## src/bclp_pkg.sv

```systemverilog
// ----------------------------------------------------------------------------
// bclp_pkg: shared definitions for the button click / long-press detector
// Operation codes, register indexes, event bit positions, phase encodings
// and the structures passed between the configuration, step and top modules.
// ----------------------------------------------------------------------------
package bclp_pkg;

   // Widths fixed by the interface.
   localparam int EVENT_BITS       = 13;
   localparam int NOW_BITS         = 32;
   localparam int THRESHOLD_BITS   = 16;
   localparam int CSR_INDEX_BITS   = 3;
   localparam int CSR_DATA_BITS    = 16;
   localparam int TIME_BITS_DEFAULT = 32;

   // Operation codes carried by each input beat.
   localparam logic [1:0] OP_TICK       = 2'd0;
   localparam logic [1:0] OP_CLEAR_MASK = 2'd1;
   localparam logic [1:0] OP_CLEAR_ALL  = 2'd2;

   // Configuration register indexes.
   localparam logic [CSR_INDEX_BITS-1:0] CSR_SWAP_UP_DOWN     = 3'd0;
   localparam logic [CSR_INDEX_BITS-1:0] CSR_LONG_PRESS       = 3'd1;
   localparam logic [CSR_INDEX_BITS-1:0] CSR_QUICK_RELEASE    = 3'd2;
   localparam logic [CSR_INDEX_BITS-1:0] CSR_SECOND_PRESS     = 3'd3;
   localparam logic [CSR_INDEX_BITS-1:0] CSR_CLICK_LONG       = 3'd4;

   // Register values after reset.
   localparam logic [THRESHOLD_BITS-1:0] LONG_PRESS_RESET    = 16'd500;
   localparam logic [THRESHOLD_BITS-1:0] QUICK_RELEASE_RESET = 16'd200;
   localparam logic [THRESHOLD_BITS-1:0] SECOND_PRESS_RESET  = 16'd300;
   localparam logic [THRESHOLD_BITS-1:0] CLICK_LONG_RESET    = 16'd1500;

   // Event flag bit positions.
   localparam int EV_ONOFF_CLICK      = 0;
   localparam int EV_ONOFF_LONG       = 1;
   localparam int EV_ONOFF_CLICK_LONG = 2;
   localparam int EV_M_CLICK          = 3;
   localparam int EV_M_LONG           = 4;
   localparam int EV_UP_CLICK         = 5;
   localparam int EV_UP_LONG          = 6;
   localparam int EV_DOWN_CLICK       = 7;
   localparam int EV_DOWN_LONG        = 8;
   localparam int EV_UPDOWN_LONG      = 9;
   localparam int EV_ONOFF_UP_LONG    = 10;
   localparam int EV_ONOFF_DOWN_LONG  = 11;
   localparam int EV_ALL_THREE_LONG   = 12;

   // Press start time slots.
   localparam int IDX_ONOFF = 0;
   localparam int IDX_M     = 1;
   localparam int IDX_UP    = 2;
   localparam int IDX_DOWN  = 3;
   localparam int BUTTONS   = 4;

   // The on/off machine also tracks a click followed by a long hold.
   typedef enum logic [2:0] {
      OO_IDLE         = 3'd0,
      OO_HELD         = 3'd1,
      OO_WAIT_RELEASE = 3'd2,
      OO_WAIT_SECOND  = 3'd3,
      OO_SECOND_HOLD  = 3'd4
   } onoff_phase_type;

   typedef enum logic [1:0] {
      BP_IDLE         = 2'd0,
      BP_HELD         = 2'd1,
      BP_WAIT_RELEASE = 2'd2
   } btn_phase_type;

   typedef struct packed {
      logic                      swap_up_down;
      logic [THRESHOLD_BITS-1:0] long_press_ms;
      logic [THRESHOLD_BITS-1:0] quick_release_ms;
      logic [THRESHOLD_BITS-1:0] second_press_wait_ms;
      logic [THRESHOLD_BITS-1:0] click_long_ms;
   } cfg_type;

   typedef struct packed {
      logic [1:0]            operation;
      logic                  up_level;
      logic                  down_level;
      logic                  onoff_level;
      logic                  m_level;
      logic [NOW_BITS-1:0]   now_ms;
      logic [EVENT_BITS-1:0] clear_mask;
   } item_type;

   typedef struct packed {
      onoff_phase_type       onoff_phase;
      btn_phase_type         m_phase;
      btn_phase_type         up_phase;
      btn_phase_type         down_phase;
      logic                  hold_after_clear;
      logic [EVENT_BITS-1:0] event_flags;
   } state_type;

endpackage

```

## src/button_click_long_press_detector.sv

```systemverilog
// An accepted beat is held in the input register, and its result is registered in the result register.
// Throughput: one beat per clock cycle unless the receiver stalls, set by the single step
// between the input register and the result register, which also updates the press state.
// Reset (synchronous, active high) empties both registers, puts every press
// machine to idle, clears all event flags and restores the register defaults.
// ----------------------------------------------------------------------------
// button_click_long_press_detector: top level
// Input register, press-machine step and result register with the handshake,
// plus the configuration registers and the persistent press state.
// ----------------------------------------------------------------------------
module button_click_long_press_detector
   import bclp_pkg::*;
#(
   parameter int TIME_BITS = TIME_BITS_DEFAULT
)
(
   input  logic                      clock,
   input  logic                      reset,

   input  logic                      req_valid,
   output logic                      req_stall,
   input  logic [1:0]                req_operation,
   input  logic                      req_up_level,
   input  logic                      req_down_level,
   input  logic                      req_onoff_level,
   input  logic                      req_m_level,
   input  logic [NOW_BITS-1:0]       req_now_ms,
   input  logic [EVENT_BITS-1:0]     req_clear_mask,

   output logic                      rsp_valid,
   input  logic                      rsp_stall,
   output logic [EVENT_BITS-1:0]     rsp_pending_events,

   input  logic                      csr_write_enable,
   input  logic [CSR_INDEX_BITS-1:0] csr_index,
   input  logic [CSR_DATA_BITS-1:0]  csr_write_data
);

   cfg_type                           cfg;
   item_type                          item_ff;
   logic                              in_valid_ff;
   logic                              out_valid_ff;
   logic [EVENT_BITS-1:0]             events_ff;
   state_type                         state_ff;
   state_type                         state_in;
   logic [BUTTONS-1:0][TIME_BITS-1:0] start_ff;
   logic [BUTTONS-1:0][TIME_BITS-1:0] start_in;
   logic                              advance;
   logic                              req_accept;

   bclp_csr u_csr (
      .clock            (clock),
      .reset            (reset),
      .csr_write_enable (csr_write_enable),
      .csr_index        (csr_index),
      .csr_write_data   (csr_write_data),
      .cfg              (cfg)
   );

   bclp_step #(
      .TIME_BITS (TIME_BITS)
   ) u_step (
      .cfg       (cfg),
      .item      (item_ff),
      .state_cur (state_ff),
      .start_cur (start_ff),
      .state_nxt (state_in),
      .start_nxt (start_in)
   );

   // A beat moves on when the result register is empty or being taken.
   assign advance    = in_valid_ff && (!out_valid_ff || !rsp_stall);
   assign req_stall  = in_valid_ff && !advance;
   assign req_accept = req_valid && !req_stall;

   // Input register.
   always_ff @(posedge clock) begin
      if (reset) begin
         in_valid_ff <= 1'b0;
      end else if (req_accept) begin
         in_valid_ff <= 1'b1;
      end else if (advance) begin
         in_valid_ff <= 1'b0;
      end
   end

   always_ff @(posedge clock) begin
      if (req_accept) begin
         item_ff.operation   <= req_operation;
         item_ff.up_level    <= req_up_level;
         item_ff.down_level  <= req_down_level;
         item_ff.onoff_level <= req_onoff_level;
         item_ff.m_level     <= req_m_level;
         item_ff.now_ms      <= req_now_ms;
         item_ff.clear_mask  <= req_clear_mask;
      end
   end

   // Press state commits together with the result of the same beat.
   always_ff @(posedge clock) begin
      if (reset) begin
         state_ff.onoff_phase      <= OO_IDLE;
         state_ff.m_phase          <= BP_IDLE;
         state_ff.up_phase         <= BP_IDLE;
         state_ff.down_phase       <= BP_IDLE;
         state_ff.hold_after_clear <= 1'b0;
         state_ff.event_flags      <= '0;
         start_ff                  <= '0;
      end else if (advance) begin
         state_ff <= state_in;
         start_ff <= start_in;
      end
   end

   // Result register.
   always_ff @(posedge clock) begin
      if (reset) begin
         out_valid_ff <= 1'b0;
      end else if (advance) begin
         out_valid_ff <= 1'b1;
      end else if (!rsp_stall) begin
         out_valid_ff <= 1'b0;
      end
   end

   always_ff @(posedge clock) begin
      if (advance) begin
         events_ff <= state_in.event_flags;
      end
   end

   assign rsp_valid          = out_valid_ff;
   assign rsp_pending_events = events_ff;

   // A stalled input means both registers are full and the output is held.
   a_stall_only_when_full: assert property (@(posedge clock) disable iff (reset)
      req_stall |-> (rsp_valid && rsp_stall))
      else $error("input stalled while the result register could take a beat");

   // A beat that moves on is presented at the output on the next cycle.
   a_advance_gives_result: assert property (@(posedge clock) disable iff (reset)
      advance |=> rsp_valid)
      else $error("advanced beat did not reach the result register");

   // The presented result always matches the committed flags.
   a_result_matches_state: assert property (@(posedge clock) disable iff (reset)
      rsp_valid |-> (rsp_pending_events == state_ff.event_flags))
      else $error("result differs from the latched event flags");

   // A clear-all leaves no flag set and arms the hold.
   a_clear_all_empties: assert property (@(posedge clock) disable iff (reset)
      (advance && item_ff.operation == OP_CLEAR_ALL)
      |=> (rsp_pending_events == '0 && state_ff.hold_after_clear))
      else $error("clear-all left flags set or hold not armed");

endmodule

```

## src/bclp_csr.sv

```systemverilog
// ----------------------------------------------------------------------------
// bclp_csr: configuration registers
// Holds the swap control and the four millisecond thresholds, written one
// register per enabled clock edge. Writes to unknown indexes are dropped.
// ----------------------------------------------------------------------------
module bclp_csr
   import bclp_pkg::*;
(
   input  logic                      clock,
   input  logic                      reset,
   input  logic                      csr_write_enable,
   input  logic [CSR_INDEX_BITS-1:0] csr_index,
   input  logic [CSR_DATA_BITS-1:0]  csr_write_data,
   output cfg_type                   cfg
);

   cfg_type cfg_ff;
   cfg_type cfg_in;

   // Decode the write into the addressed register.
   always_comb begin
      cfg_in = cfg_ff;
      if (csr_write_enable) begin
         unique case (csr_index)
            CSR_SWAP_UP_DOWN: cfg_in.swap_up_down         = csr_write_data[0];
            CSR_LONG_PRESS:   cfg_in.long_press_ms        = csr_write_data;
            CSR_QUICK_RELEASE: cfg_in.quick_release_ms    = csr_write_data;
            CSR_SECOND_PRESS: cfg_in.second_press_wait_ms = csr_write_data;
            CSR_CLICK_LONG:   cfg_in.click_long_ms        = csr_write_data;
            default: begin
               cfg_in = cfg_ff;
            end
         endcase
      end
   end

   // Register bank with its reset defaults.
   always_ff @(posedge clock) begin
      if (reset) begin
         cfg_ff.swap_up_down         <= 1'b0;
         cfg_ff.long_press_ms        <= LONG_PRESS_RESET;
         cfg_ff.quick_release_ms     <= QUICK_RELEASE_RESET;
         cfg_ff.second_press_wait_ms <= SECOND_PRESS_RESET;
         cfg_ff.click_long_ms        <= CLICK_LONG_RESET;
      end else begin
         cfg_ff <= cfg_in;
      end
   end

   assign cfg = cfg_ff;

endmodule

```

## src/bclp_step.sv

```systemverilog
// ----------------------------------------------------------------------------
// bclp_step: next-state logic for one beat
// Runs the on/off, M, up and down press machines in that order on a sample
// tick, or applies a masked or full clear, and gives the new state.
// ----------------------------------------------------------------------------
module bclp_step
   import bclp_pkg::*;
#(
   parameter int TIME_BITS = TIME_BITS_DEFAULT
)
(
   input  cfg_type                             cfg,
   input  item_type                            item,
   input  state_type                           state_cur,
   input  logic [BUTTONS-1:0][TIME_BITS-1:0]   start_cur,
   output state_type                           state_nxt,
   output logic [BUTTONS-1:0][TIME_BITS-1:0]   start_nxt
);

   // Clear-all: drop every flag and phase and wait for all buttons released.
   function automatic state_type clear_all_state(input state_type s);
      state_type r;
      r                  = s;
      r.hold_after_clear = 1'b1;
      r.event_flags      = '0;
      r.onoff_phase      = OO_IDLE;
      r.m_phase          = BP_IDLE;
      r.up_phase         = BP_IDLE;
      r.down_phase       = BP_IDLE;
      return r;
   endfunction

   logic [TIME_BITS+NOW_BITS-1:0] now_wide;
   logic [TIME_BITS-1:0]          now_t;
   logic                          up;
   logic                          down;
   logic                          onoff;
   logic                          m;
   logic                          any_held;
   logic [TIME_BITS-1:0]          el_onoff;
   logic [TIME_BITS-1:0]          el_m;
   logic [TIME_BITS-1:0]          el_up;
   logic [TIME_BITS-1:0]          el_down;
   logic                          onoff_long;
   logic                          onoff_quick;
   logic                          onoff_wait_over;
   logic                          onoff_click_long;
   logic                          m_long;
   logic                          up_long;
   logic                          down_long;

   // Time is taken modulo the stored width; elapsed time wraps the same way.
   assign now_wide = {{TIME_BITS{1'b0}}, item.now_ms};
   assign now_t    = now_wide[TIME_BITS-1:0];
   assign el_onoff = now_t - start_cur[IDX_ONOFF];
   assign el_m     = now_t - start_cur[IDX_M];
   assign el_up    = now_t - start_cur[IDX_UP];
   assign el_down  = now_t - start_cur[IDX_DOWN];

   assign onoff_long       = el_onoff >  TIME_BITS'(cfg.long_press_ms);
   assign onoff_quick      = el_onoff <= TIME_BITS'(cfg.quick_release_ms);
   assign onoff_wait_over  = el_onoff >  TIME_BITS'(cfg.second_press_wait_ms);
   assign onoff_click_long = el_onoff >  TIME_BITS'(cfg.click_long_ms);
   assign m_long           = el_m     >  TIME_BITS'(cfg.long_press_ms);
   assign up_long          = el_up    >  TIME_BITS'(cfg.long_press_ms);
   assign down_long        = el_down  >  TIME_BITS'(cfg.long_press_ms);

   // Button levels, with up and down exchanged when configured.
   assign up       = cfg.swap_up_down ? item.down_level : item.up_level;
   assign down     = cfg.swap_up_down ? item.up_level : item.down_level;
   assign onoff    = item.onoff_level;
   assign m        = item.m_level;
   assign any_held = up | down | onoff | m;

   // Machines update in sequence; each sees what the earlier ones wrote.
   always_comb begin
      state_nxt = state_cur;
      start_nxt = start_cur;
      unique case (item.operation)
         OP_TICK: begin
            if (!(state_cur.hold_after_clear && any_held)) begin
               state_nxt.hold_after_clear = 1'b0;

               // On/off button.
               unique case (state_nxt.onoff_phase)
                  OO_IDLE: begin
                     if (onoff) begin
                        start_nxt[IDX_ONOFF]  = now_t;
                        state_nxt.onoff_phase = OO_HELD;
                     end
                  end
                  OO_HELD: begin
                     if (onoff_long) begin
                        state_nxt.event_flags[EV_ONOFF_LONG] = 1'b1;
                        state_nxt.onoff_phase = OO_WAIT_RELEASE;
                     end else if (!onoff) begin
                        if (onoff_quick) begin
                           start_nxt[IDX_ONOFF]  = now_t;
                           state_nxt.onoff_phase = OO_WAIT_SECOND;
                        end else begin
                           state_nxt.event_flags[EV_ONOFF_CLICK] = 1'b1;
                           state_nxt.onoff_phase = OO_IDLE;
                        end
                     end
                  end
                  OO_WAIT_RELEASE: begin
                     if (!onoff) begin
                        state_nxt.onoff_phase = OO_IDLE;
                     end
                  end
                  OO_WAIT_SECOND: begin
                     if (onoff) begin
                        start_nxt[IDX_ONOFF]  = now_t;
                        state_nxt.onoff_phase = OO_SECOND_HOLD;
                     end else if (onoff_wait_over) begin
                        state_nxt.event_flags[EV_ONOFF_CLICK] = 1'b1;
                        state_nxt.onoff_phase = OO_IDLE;
                     end
                  end
                  OO_SECOND_HOLD: begin
                     if (onoff_click_long) begin
                        state_nxt.event_flags[EV_ONOFF_CLICK_LONG] = 1'b1;
                        state_nxt.onoff_phase = OO_WAIT_RELEASE;
                     end else if (!onoff) begin
                        state_nxt.event_flags[EV_ONOFF_CLICK] = 1'b1;
                        state_nxt.onoff_phase = OO_IDLE;
                     end
                  end
                  default: begin
                     state_nxt.onoff_phase = OO_IDLE;
                  end
               endcase

               // M button.
               unique case (state_nxt.m_phase)
                  BP_IDLE: begin
                     if (m) begin
                        start_nxt[IDX_M]  = now_t;
                        state_nxt.m_phase = BP_HELD;
                     end
                  end
                  BP_HELD: begin
                     if (m_long) begin
                        state_nxt.event_flags[EV_M_LONG] = 1'b1;
                        state_nxt.m_phase = BP_WAIT_RELEASE;
                     end else if (!m) begin
                        state_nxt.event_flags[EV_M_CLICK] = 1'b1;
                        state_nxt.m_phase = BP_IDLE;
                     end
                  end
                  BP_WAIT_RELEASE: begin
                     if (!m) begin
                        state_nxt.m_phase = BP_IDLE;
                     end
                  end
                  default: begin
                     state_nxt.m_phase = BP_IDLE;
                  end
               endcase

               // Up button, with its chords.
               unique case (state_nxt.up_phase)
                  BP_IDLE: begin
                     if (up) begin
                        start_nxt[IDX_UP]  = now_t;
                        state_nxt.up_phase = BP_HELD;
                     end
                  end
                  BP_HELD: begin
                     if (up_long) begin
                        if (onoff && down) begin
                           state_nxt = clear_all_state(state_nxt);
                           state_nxt.event_flags[EV_ALL_THREE_LONG] = 1'b1;
                        end else if (onoff) begin
                           state_nxt.event_flags[EV_ONOFF_UP_LONG] = 1'b1;
                        end else if (down) begin
                           state_nxt.event_flags[EV_UPDOWN_LONG] = 1'b1;
                        end else begin
                           state_nxt.event_flags[EV_UP_LONG] = 1'b1;
                        end
                        state_nxt.up_phase = BP_WAIT_RELEASE;
                     end else if (!up) begin
                        state_nxt.event_flags[EV_UP_CLICK] = 1'b1;
                        state_nxt.up_phase = BP_IDLE;
                     end
                  end
                  BP_WAIT_RELEASE: begin
                     if (!up) begin
                        state_nxt.up_phase = BP_IDLE;
                     end
                  end
                  default: begin
                     state_nxt.up_phase = BP_IDLE;
                  end
               endcase

               // Down button, with its chords.
               unique case (state_nxt.down_phase)
                  BP_IDLE: begin
                     if (down) begin
                        start_nxt[IDX_DOWN]  = now_t;
                        state_nxt.down_phase = BP_HELD;
                     end
                  end
                  BP_HELD: begin
                     if (down_long) begin
                        if (onoff && up) begin
                           state_nxt = clear_all_state(state_nxt);
                           state_nxt.event_flags[EV_ALL_THREE_LONG] = 1'b1;
                        end else if (onoff) begin
                           state_nxt.event_flags[EV_ONOFF_DOWN_LONG] = 1'b1;
                        end else if (up) begin
                           state_nxt.event_flags[EV_UPDOWN_LONG] = 1'b1;
                        end else begin
                           state_nxt.event_flags[EV_DOWN_LONG] = 1'b1;
                        end
                        state_nxt.down_phase = BP_WAIT_RELEASE;
                     end else if (!down) begin
                        state_nxt.event_flags[EV_DOWN_CLICK] = 1'b1;
                        state_nxt.down_phase = BP_IDLE;
                     end
                  end
                  BP_WAIT_RELEASE: begin
                     if (!down) begin
                        state_nxt.down_phase = BP_IDLE;
                     end
                  end
                  default: begin
                     state_nxt.down_phase = BP_IDLE;
                  end
               endcase
            end
         end
         OP_CLEAR_MASK: begin
            state_nxt.event_flags = state_cur.event_flags & ~item.clear_mask;
         end
         OP_CLEAR_ALL: begin
            state_nxt = clear_all_state(state_cur);
         end
         default: begin
            state_nxt = state_cur;
         end
      endcase
   end

endmodule

```

## config.mk

```make
export PLATFORM = sky130hd
export DESIGN_NAME = button_click_long_press_detector
export DESIGN_NICKNAME = d
export VERILOG_FILES = /design/src/bclp_pkg.sv /design/src/button_click_long_press_detector.sv /design/src/bclp_csr.sv /design/src/bclp_step.sv
export SDC_FILE = /design/constraint.sdc
export NUM_CORES = 1
export LEC_CHECK = 0
export BUFFER_PORTS_ARGS = -buffer_cell sky130_fd_sc_hd__buf_2
export CAP_MARGIN = 10
export CORE_ASPECT_RATIO = 0.5
export CORE_MARGIN = 5
export CORE_UTILIZATION = 50
export DETAILED_ROUTE_END_ITERATION = 6
export PLACE_DENSITY = 0.67
export SETUP_SLACK_MARGIN = 0.5
export SLEW_MARGIN = 20
export SYNTH_ARGS = -nofsm -noshare
export SYNTH_HDL_FRONTEND = slang
export SYNTH_SLANG_ARGS = --single-unit
```

## constraint.sdc

```tcl
create_clock -name clock -period 6.2 [get_ports clock]
set_input_delay 0.62 -clock clock [delete_from_list [all_inputs] [get_ports clock]]
set_output_delay 0.62 -clock clock [all_outputs]
set_load 0.02 [all_outputs]
```

==> results list, run 1 <==
- The initial antenna violation count came to 0.
* Grt met3 use: 4.048%
* Pin slew with the least headroom to its limit: 0.9250 ns
- Post-DR wirelength/cell: 18.77 µm
- The first TritonRoute pass finished after 5 iterations.
- Across every metal layer, demand over resource in global routing totals 26.42%.
* Synth warnings: 0
- Leaving out fill and tap cells, the most frequent cell in the layout is nand2_1.
- Highest net fanout along the worst path: 5
- STA classifies the critical path startpoint as a flop.
- Summing over every cut layer, the via total after detailed routing is 20359.
* Maximum clock path buffer count: 3
- Core box area: 42240 µm²
* Clock latency reported for the late side of the worst-skew pair: 0.58 ns
- In the synthesized netlist the dominant register cell turns out to be dfxtp_1.
- The die is 156.8 µm tall.
- By area the synthesized netlist is led by dfxtp_1, ha_1, edfxtp_1, nand2_1, a21oi_1.
* Row cnt: 53
- Minimum period implied by the final worst setup slack: 5.586 ns
- Number of standard cells after synthesis: 2754
- In this run the cell area of the synthesized design comes to 21540 µm².
- In this run the power spent charging and discharging nets is 1.638 mW.
- Outcome: completed
* CTS H-tree depth: 1
* Vias in the first global route: 18613
* Pin count of the biggest net entering global routing: 78
- 90 I/O pins were placed.
* # nets final: 3142
- Max-capacitance violation count: 0
* Total of buffers placed on input and output ports: 89
* Worst slew margin relative to its limit: 38.34%
- The number of pins with negative max-slew slack in the final report came to 0.
- The post-route netlist has 9.828% of its cells at a drive strength greater than 1.
- Global routing consumed, on the met1 layer, 39.64% of the routing resources.
* CTS tree: yes
- Clock transition at the registers of the reported paths: 0.07 ns
- Commonest cells after routing, fill and taps aside: nand2_1, a21oi_1, ha_1
- Net switching is 31.92% of the power.
- The biggest area contributor in the post-synthesis netlist is dfxtp_1.
* Sequential area share after synthesis: 29.19%
- Period utilization: 90.10%
* Diode insertion count for antenna repair: 0
- For this run, design rule violations remaining after detail routing come to 0.
* Sequential group share of total power: 38.4%
- Unrepaired setup endpoints after global routing: yes
- Data required time at the worst endpoint: 6.62 ns
- The area growth from synthesis to layout is 11.40%.
- The design draws 5.132 mW.
- Global-route wire length before repair: 102100 µm
- In the routed layout, each cell is associated on average with a via count of 5.942.
* Final setup fails: 0
- CTS Buf Count: 29
- When the netlist entered floorplanning its net count stood at 3069.
* Number of buffers inserted by hold repair at cts: 0
* Die outline area: 47580 µm²
- The initial utilization of the core area, before any placement, comes to 50.98%.
- Data arrival time at the worst-slack endpoint: 6.00 ns
- Number of sinks driven by the clock tree: 282
- Post-route setup TNS: 0 ns
- Die width: 303.5 µm
- Timing-limited maximum frequency: 179.0 MHz
* Setup skew after layout: 0.01591 ns
* Type of element capturing the critical path: flop
* Number of synthesized flops with an enable pin: 64
- Root buf cell: clkbuf_16
- In this run, the combinational gates consume 23.8% of the power.
- Fillcell total: 4069
- Setup Crit Path Kind: reg -> reg
- The worst hold path belongs to the class in -> reg.
- The count of nets left with antenna violations once routing finished came out at 0.
- The wire-length estimate of the detail-placed layout is 49830 µm.
* Total gr overflow: 0
- In this run the mean area of a mapped cell was 7.820 µm².
- The synthesized netlist contains 96 unique library cells.
* Cell Pwr Density: 213.9 nW/µm²
* Violation count after the first detailed-route iteration: 2072
- Routability-driven placement finished with a final weighted congestion of 0.9600.
- Maximum VDD drop: 0.1982 mV
* Leakage power of the design: 9.193 nW
* Global routing met2 resource utilization: 39.87%
- Of the post-synthesis cell area, the dominant cell type holds 20.26%.
- met2 is the most crowded layer.
* Internal power: 3.494 mW
* Proportion of synthesized flip-flops having asynchronous set or reset: 0%
- Number of register bits inferred by synthesis: 282
- Final hold violation count: 0
- Part of the power in the clock network: 37.8%
- Summed over all layers, the routed wires come to 64320 µm.
-- area by class of cell --
class                   count  area [µm²]  share of cell area [%]
clock inverters            20       232.7                  0.9700
inverters                 235       882.1                   3.677
clock buffers              33       803.3                   3.348
flip-flops and latches    282        6286                   26.20
well taps                 577       721.9                   3.009
multi-input cells        2131       14160                   59.03
repair buffers            148       903.4                   3.765
-- routing by layer --
metal | wire [µm] | share of wire, %
met5 | 0 | 0
met4 | 1559 | 2.4
met3 | 4571 | 7.1
met2 | 26730 | 42
met1 | 31460 | 49
-- state kept, by name, summed over array words and instances (netlist names) --
name and count:
rsp_valid 1, u_csr.cfg 65, item_ff 51, in_valid_ff 1
rsp_pending_events 13, start_ff 128, state_ff 23
-- power groups by stage --
stage | registers (mW) | logic, mW | clock network (mW)
2_1_floorplan | 2.00 | 0.809 | 0
3_3_place_gp | 2.01 | 1.15 | 0
3_5_place_dp | 2.01 | 1.16 | 0
4_1_cts | 1.97 | 1.18 | 1.98
5_1_grt | 1.98 | 1.35 | 2.07
6_report | 1.97 | 1.22 | 1.94
-- what timing repair did --
action / in CTS / in global routing
setup buffers: 1 / 15
gates resized for setup: 8 / 32
endpoints found under the setup margin: 56 / 98
pin swaps: 4 / 23
-- final timing paths --
check / from / end / slack [ns] / cells past startpoint
max: item_ff[13]$_DFFE_PP_ / rsp_pending_events[4]$_DFFE_PP_ / 0.61 / 23
min: req_clear_mask[8] / item_ff[8]$_DFFE_PP_ / 0.22 / 1
max reg2reg: item_ff[13]$_DFFE_PP_ / rsp_pending_events[4]$_DFFE_PP_ / 0.61 / 23
min reg2reg: start_ff[55]$_SDFFE_PP0P_ / start_ff[55]$_SDFFE_PP0P_ / 0.45 / 2
-- stage by stage --
step	setup slack [ns]	std cells	utilization (%)	hold slack (ns)	instance area, µm²
floorplan	1.233	2754	-	0.4319	21540
global placement	0.4168	3357	53.60	0.4395	22640
detailed placement	0.2541	3357	53.60	0.4455	22640
CTS	0.4758	3411	56.17	0.1977	23730
global route	0.4518	3426	56.80	0.2015	23990
finish	0.6138	3426	56.80	0.2215	23990
-- worst max-delay path, cell delays in order (launching register included) --
cell       delay (ns)
edfxtp_1         0.41
inv_2            0.13
ha_4             0.14
inv_2            0.03
fa_2             0.35
a21o_1           0.21
a311oi_4         0.43
o21ai_4          0.12
o21ai_1          0.13
nand2_1          0.07
xor2_1           0.15
ha_1             0.31
nand4_1          0.13
a211o_1          0.12
a31oi_1          0.05
o31ai_1          0.30
buf_4            0.19
o2111ai_2        0.12
nor4_2           0.30
nand4b_1         0.29
o41a_1           0.59
a31oi_4          0.21
or4b_4           0.49
a22oi_2          0.16
-- logic make-up after synthesis --
| group | Yosys count | synth area share, % |
|---|---|---|
| and+or+nand+nor | 927 | 19.52 |
| adders and majority gates | 240 | 14.08 |
| muxes | 81 | 3.794 |
| buffers and inverters | 341 | 6.088 |
| xor gates and xnor gates | 80 | 3.253 |
| DFF | 282 | 29.19 |
| AOI/OAI and AO/OA | 803 | 24.07 |
-- synth_stat cells, types with 7 or more instances --
cell type  number
a2111oi_0       7
a211o_1        10
a211oi_1       24
a21boi_0       17
a21o_1         43
a21oi_1       314
a221oi_1       10
a31oi_1        21
and2_1          9
and3_1         15
buf_2          22
clkbuf_1       83
dfxtp_1       218
edfxtp_1       64
ha_1          236
inv_1         232
mux2i_1        76
nand2_1       468
nand2b_1       21
nand3_1        47
nand3b_1        7
nand4_1        44
nor2_1        166
nor2b_1        19
nor3_1         45
nor4_1         17
o2111ai_1      14
o211a_1         8
o211ai_1       63
o21a_1         33
o21ai_0       113
o21ai_1         8
o21bai_1       13
o31ai_1         7
o41ai_1         8
or2_2          12
or3_1          16
or4_1          10
xnor2_1        48
xor2_1         32
(Power assumes the default switching activity.)
==> run 2, diff against run 1 <==
--- a/config.mk
+++ b/config.mk
@@ -7,11 +7,13 @@
 export LEC_CHECK = 0
 export BUFFER_PORTS_ARGS = -buffer_cell sky130_fd_sc_hd__buf_2
 export CAP_MARGIN = 10
+export CELL_PAD_IN_SITES_DETAIL_PLACEMENT = 1
+export CELL_PAD_IN_SITES_GLOBAL_PLACEMENT = 2
 export CORE_ASPECT_RATIO = 0.5
-export CORE_MARGIN = 5
-export CORE_UTILIZATION = 50
+export CORE_UTILIZATION = 38
+export CTS_CLUSTER_SIZE = 8
 export DETAILED_ROUTE_END_ITERATION = 6
-export PLACE_DENSITY = 0.67
+export PLACE_DENSITY_LB_ADDON = 0.1
 export SETUP_SLACK_MARGIN = 0.5
 export SLEW_MARGIN = 20
 export SYNTH_ARGS = -nofsm -noshare
==> run 2 against run 1 <==
  * Total power grew 5.5%
  * Fmax is essentially flat
  * Largest power group is now the clock network
  * Clock skew grew 0.0087 ns
  * Count of clock-buffer cells in the layout grew 29
  * Register-to-register slack is essentially flat
  * Critical endpoint unchanged
  * Combinational power grew 6%
  * Sequential power is essentially flat
  * Die area grew 21%
  * Critical path type unchanged
  * Hold slack gained 0.022 ns
==> results list, run 2 (synthesis gave the netlist of run 1 again) <==
* Outcome: completed
* Ratio of cells with drive above 1 in the final layout: 10.56% (+0.73 points)
* Maximum clock path buffer count: 3 (unchanged)
- Critical path launch point type: flop
* Post-DR wirelength/cell: 21.24 µm (+13%)
* Number of flip-flops in the largest register: 128 (unchanged)
- Data arrival time at the worst-slack endpoint: 5.97 ns (-0.03 ns)
- Leading cell type in the layout, fill and taps excluded: nand2_1
* Total of buffers placed on input and output ports: 89 (unchanged)
* Min-delay worst type: in -> reg
* Setup Crit Path Kind: reg -> reg
* Global-route wire length before repair: 119900 µm (+17%)
- The total global routing track utilization came to 26.41% (about the same).
- More flip-flops sit in one register than any other, and that register is start_ff.
- Hold-critical path depth: 1 (unchanged)
* CTS tree: yes
- Global routing met2 resource utilization: 41.72% (+1.8 points)
- Final number of max-transition violations: 0 (unchanged)
* Row cnt: 61 (+15%)
- Total gr overflow: 0 (unchanged)
- The top cell types in the final layout, fill and taps aside, are nand2_1, a21oi_1, ha_1.
- Unrepaired setup endpoints after global routing: yes
- The count of placed standard cells including taps was 3549 (+5.7%).
* Vias post-DR: 20814 (+2.2%)
* Highest net fanout along the worst path: 4 (-1)
* Sum of internal, switching and leakage power: 5.414 mW (+5.5%)
- The number of cells traversed by the worst register-to-register path is 24 (+4.3%).
- The residual antenna-violating net count after detailed routing was 0 (unchanged).
- Final setup fails: 0 (unchanged)
* GPL Wtd Cong: 0.8713 (-9.2%)
- The area inside the core boundary is 55790 µm² (+32%).
- # nets final: 3172 (+0.95%)
- Root buf cell: clkbuf_16
- The final wirelength came to 77200 µm (+20%).
- The width of the chip was 338.7 µm (+12%).
* Die outline area: 57690 µm² (+21%)
* CTS H-tree depth: 2 (+1)
- The time the final worst path needs with I/O delays and setup is 5.587 ns (+0.0004180 ns).
* Vias in the first global route: 20637 (+11%)
* CTS Buf Count: 41 (+41%)
- Area added between synthesis and finish: 14.00%
- The latest clock arrival within the worst-skew pair is 0.56 ns (-0.02 ns).
- The number of vias per cell is 5.726 (-3.6%).
- The detailed placer's ending HPWL came to 59510 µm (+19%).
* Period utilization: 90.11% (about the same)
* Max-capacitance violation count: 0 (unchanged)
- Setup skew after layout: 0.02457 ns (+0.008656 ns)
- Type of element capturing the critical path: flop
- The initial antenna violation count is 3 (+3).
- The number of detailed-route iterations in the first pass was 5 (unchanged).
- Number of sinks driven by the clock tree: 282 (unchanged)
- The post-route setup TNS was 0 ns (unchanged).
- Initial Util: 38.60% (-12 points)
- Clock transition at the registers of the reported paths: 0.06 ns (about the same)
- The worst endpoint required time came to 6.59 ns (-0.03 ns).
* GR met1 Demand/Resource: 37.75% (-1.9 points)
* Maximum VDD drop: 0.2396 mV (+21%)
* Timing-limited maximum frequency: 179.0 MHz (about the same)
- Ports: 90 (unchanged)
- The DRC violations left came to 0 (unchanged).
* Number of buffers inserted by hold repair at cts: 0 (unchanged)
- Final standard cell utilization of the core: 44.01% (-13 points)
- Pin count of the biggest net entering global routing: 78 (unchanged)
- The hold violation count in the final report was 0 (unchanged).
- The overall die height came to 170.3 µm (+8.7%).
* GRT Max-Usage Layer: met2
- The non-filler instance count after layout came to 3635 (+6.1%).
* Cell Pwr Density: 220.5 nW/µm² (+3.1%)
* Violation count after the first detailed-route iteration: 1172 (-43%)
- The headroom to the max-slew limit was 32.04% (-6.3 points).
- Leakage power of the design: 9.320 nW (+1.4%)
- The global routing met3 resource utilization was 3.586% (-0.46 points).
- Pin slew with the least headroom to its limit: 1.013 ns (+0.08833 ns)
[run 2: changes by cell type in the layout (fill, tap and decap cells not counted), sizes merged, moves of 2 or more]
| cell | delta |
|---|---|
| clkinvlp | -2 |
| clkinv | -7 |
| bufinv | -4 |
| clkbuf | +29 |
| buf | +17 |
| inv | -5 |
[run 2: metal layers]
layer	vias to the layer above	part of all wire, %
met2	467	43
met5	-	0
met1	10151	50
met4	0	2.1
li1	10106	-
met3	90	5.0
[run 2: what timing repair did]
action	CTS	global route
resized for setup	12	47
gates cloned	0	1
pin swaps	4	34
buffers inserted	6	14
endpoints found under the setup margin	66	99
[run 2: layout make-up]
cell class | count | area (µm²)
antenna | 1 | 2.502
sequential | 282 | 6286
tap | 756 | 945.9
multi-input combinational | 2132 | 14240
clock buffer | 62 | 1147
inverter | 235 | 883.3
fill | 6765 | 31240
clock inverter | 2 | 15.01
timing repair buffer | 165 | 1035
[run 2: critical path: stages, from the launching register on]
cell	delay, ns
edfxtp_1	0.43
inv_2	0.13
ha_4	0.14
inv_2	0.04
fa_2	0.37
a21o_4	0.23
a311oi_4	0.37
buf_4	0.18
buf_6	0.09
nor2_2	0.03
nor2_1	0.12
xnor2_1	0.10
ha_2	0.33
nand2_2	0.07
nor4_2	0.31
a21oi_1	0.10
o31ai_1	0.08
buf_4	0.19
o2111ai_2	0.12
nor4_2	0.31
nand4b_1	0.28
o41a_1	0.59
a31oi_4	0.21
or4b_4	0.48
a22oi_2	0.12
[run 2: where the power goes]
group	internal, mW	total [mW]	switching (mW)
Sequential	1.93	1.97	0.0398
Combinational	0.472	1.29	0.817
Clock	1.26	2.16	0.896
[run 2: per-stage QoR]
stage | worst slack (ns) | hold WS (ns) | area (µm²)
2_1_floorplan | 1.233 | 0.4319 | 21540
3_3_place_gp | 0.2363 | 0.4390 | 22970
3_5_place_dp | 0.09516 | 0.4453 | 22970
4_1_cts | 0.5071 | 0.2114 | 24230
5_1_grt | 0.3952 | 0.2176 | 24550
6_report | 0.6133 | 0.2435 | 24550
[run 2: path summary, 6_finish.rpt]
path	from	end	slack, ns
min	req_now_ms[8]	item_ff[21]$_DFFE_PP_	0.24
max	item_ff[13]$_DFFE_PP_	rsp_pending_events[4]$_DFFE_PP_	0.61
min reg2reg	u_csr.cfg[58]$_SDFFE_PP0P_	u_csr.cfg[58]$_SDFFE_PP0P_	0.45
max reg2reg	item_ff[13]$_DFFE_PP_	rsp_pending_events[4]$_DFFE_PP_	0.61
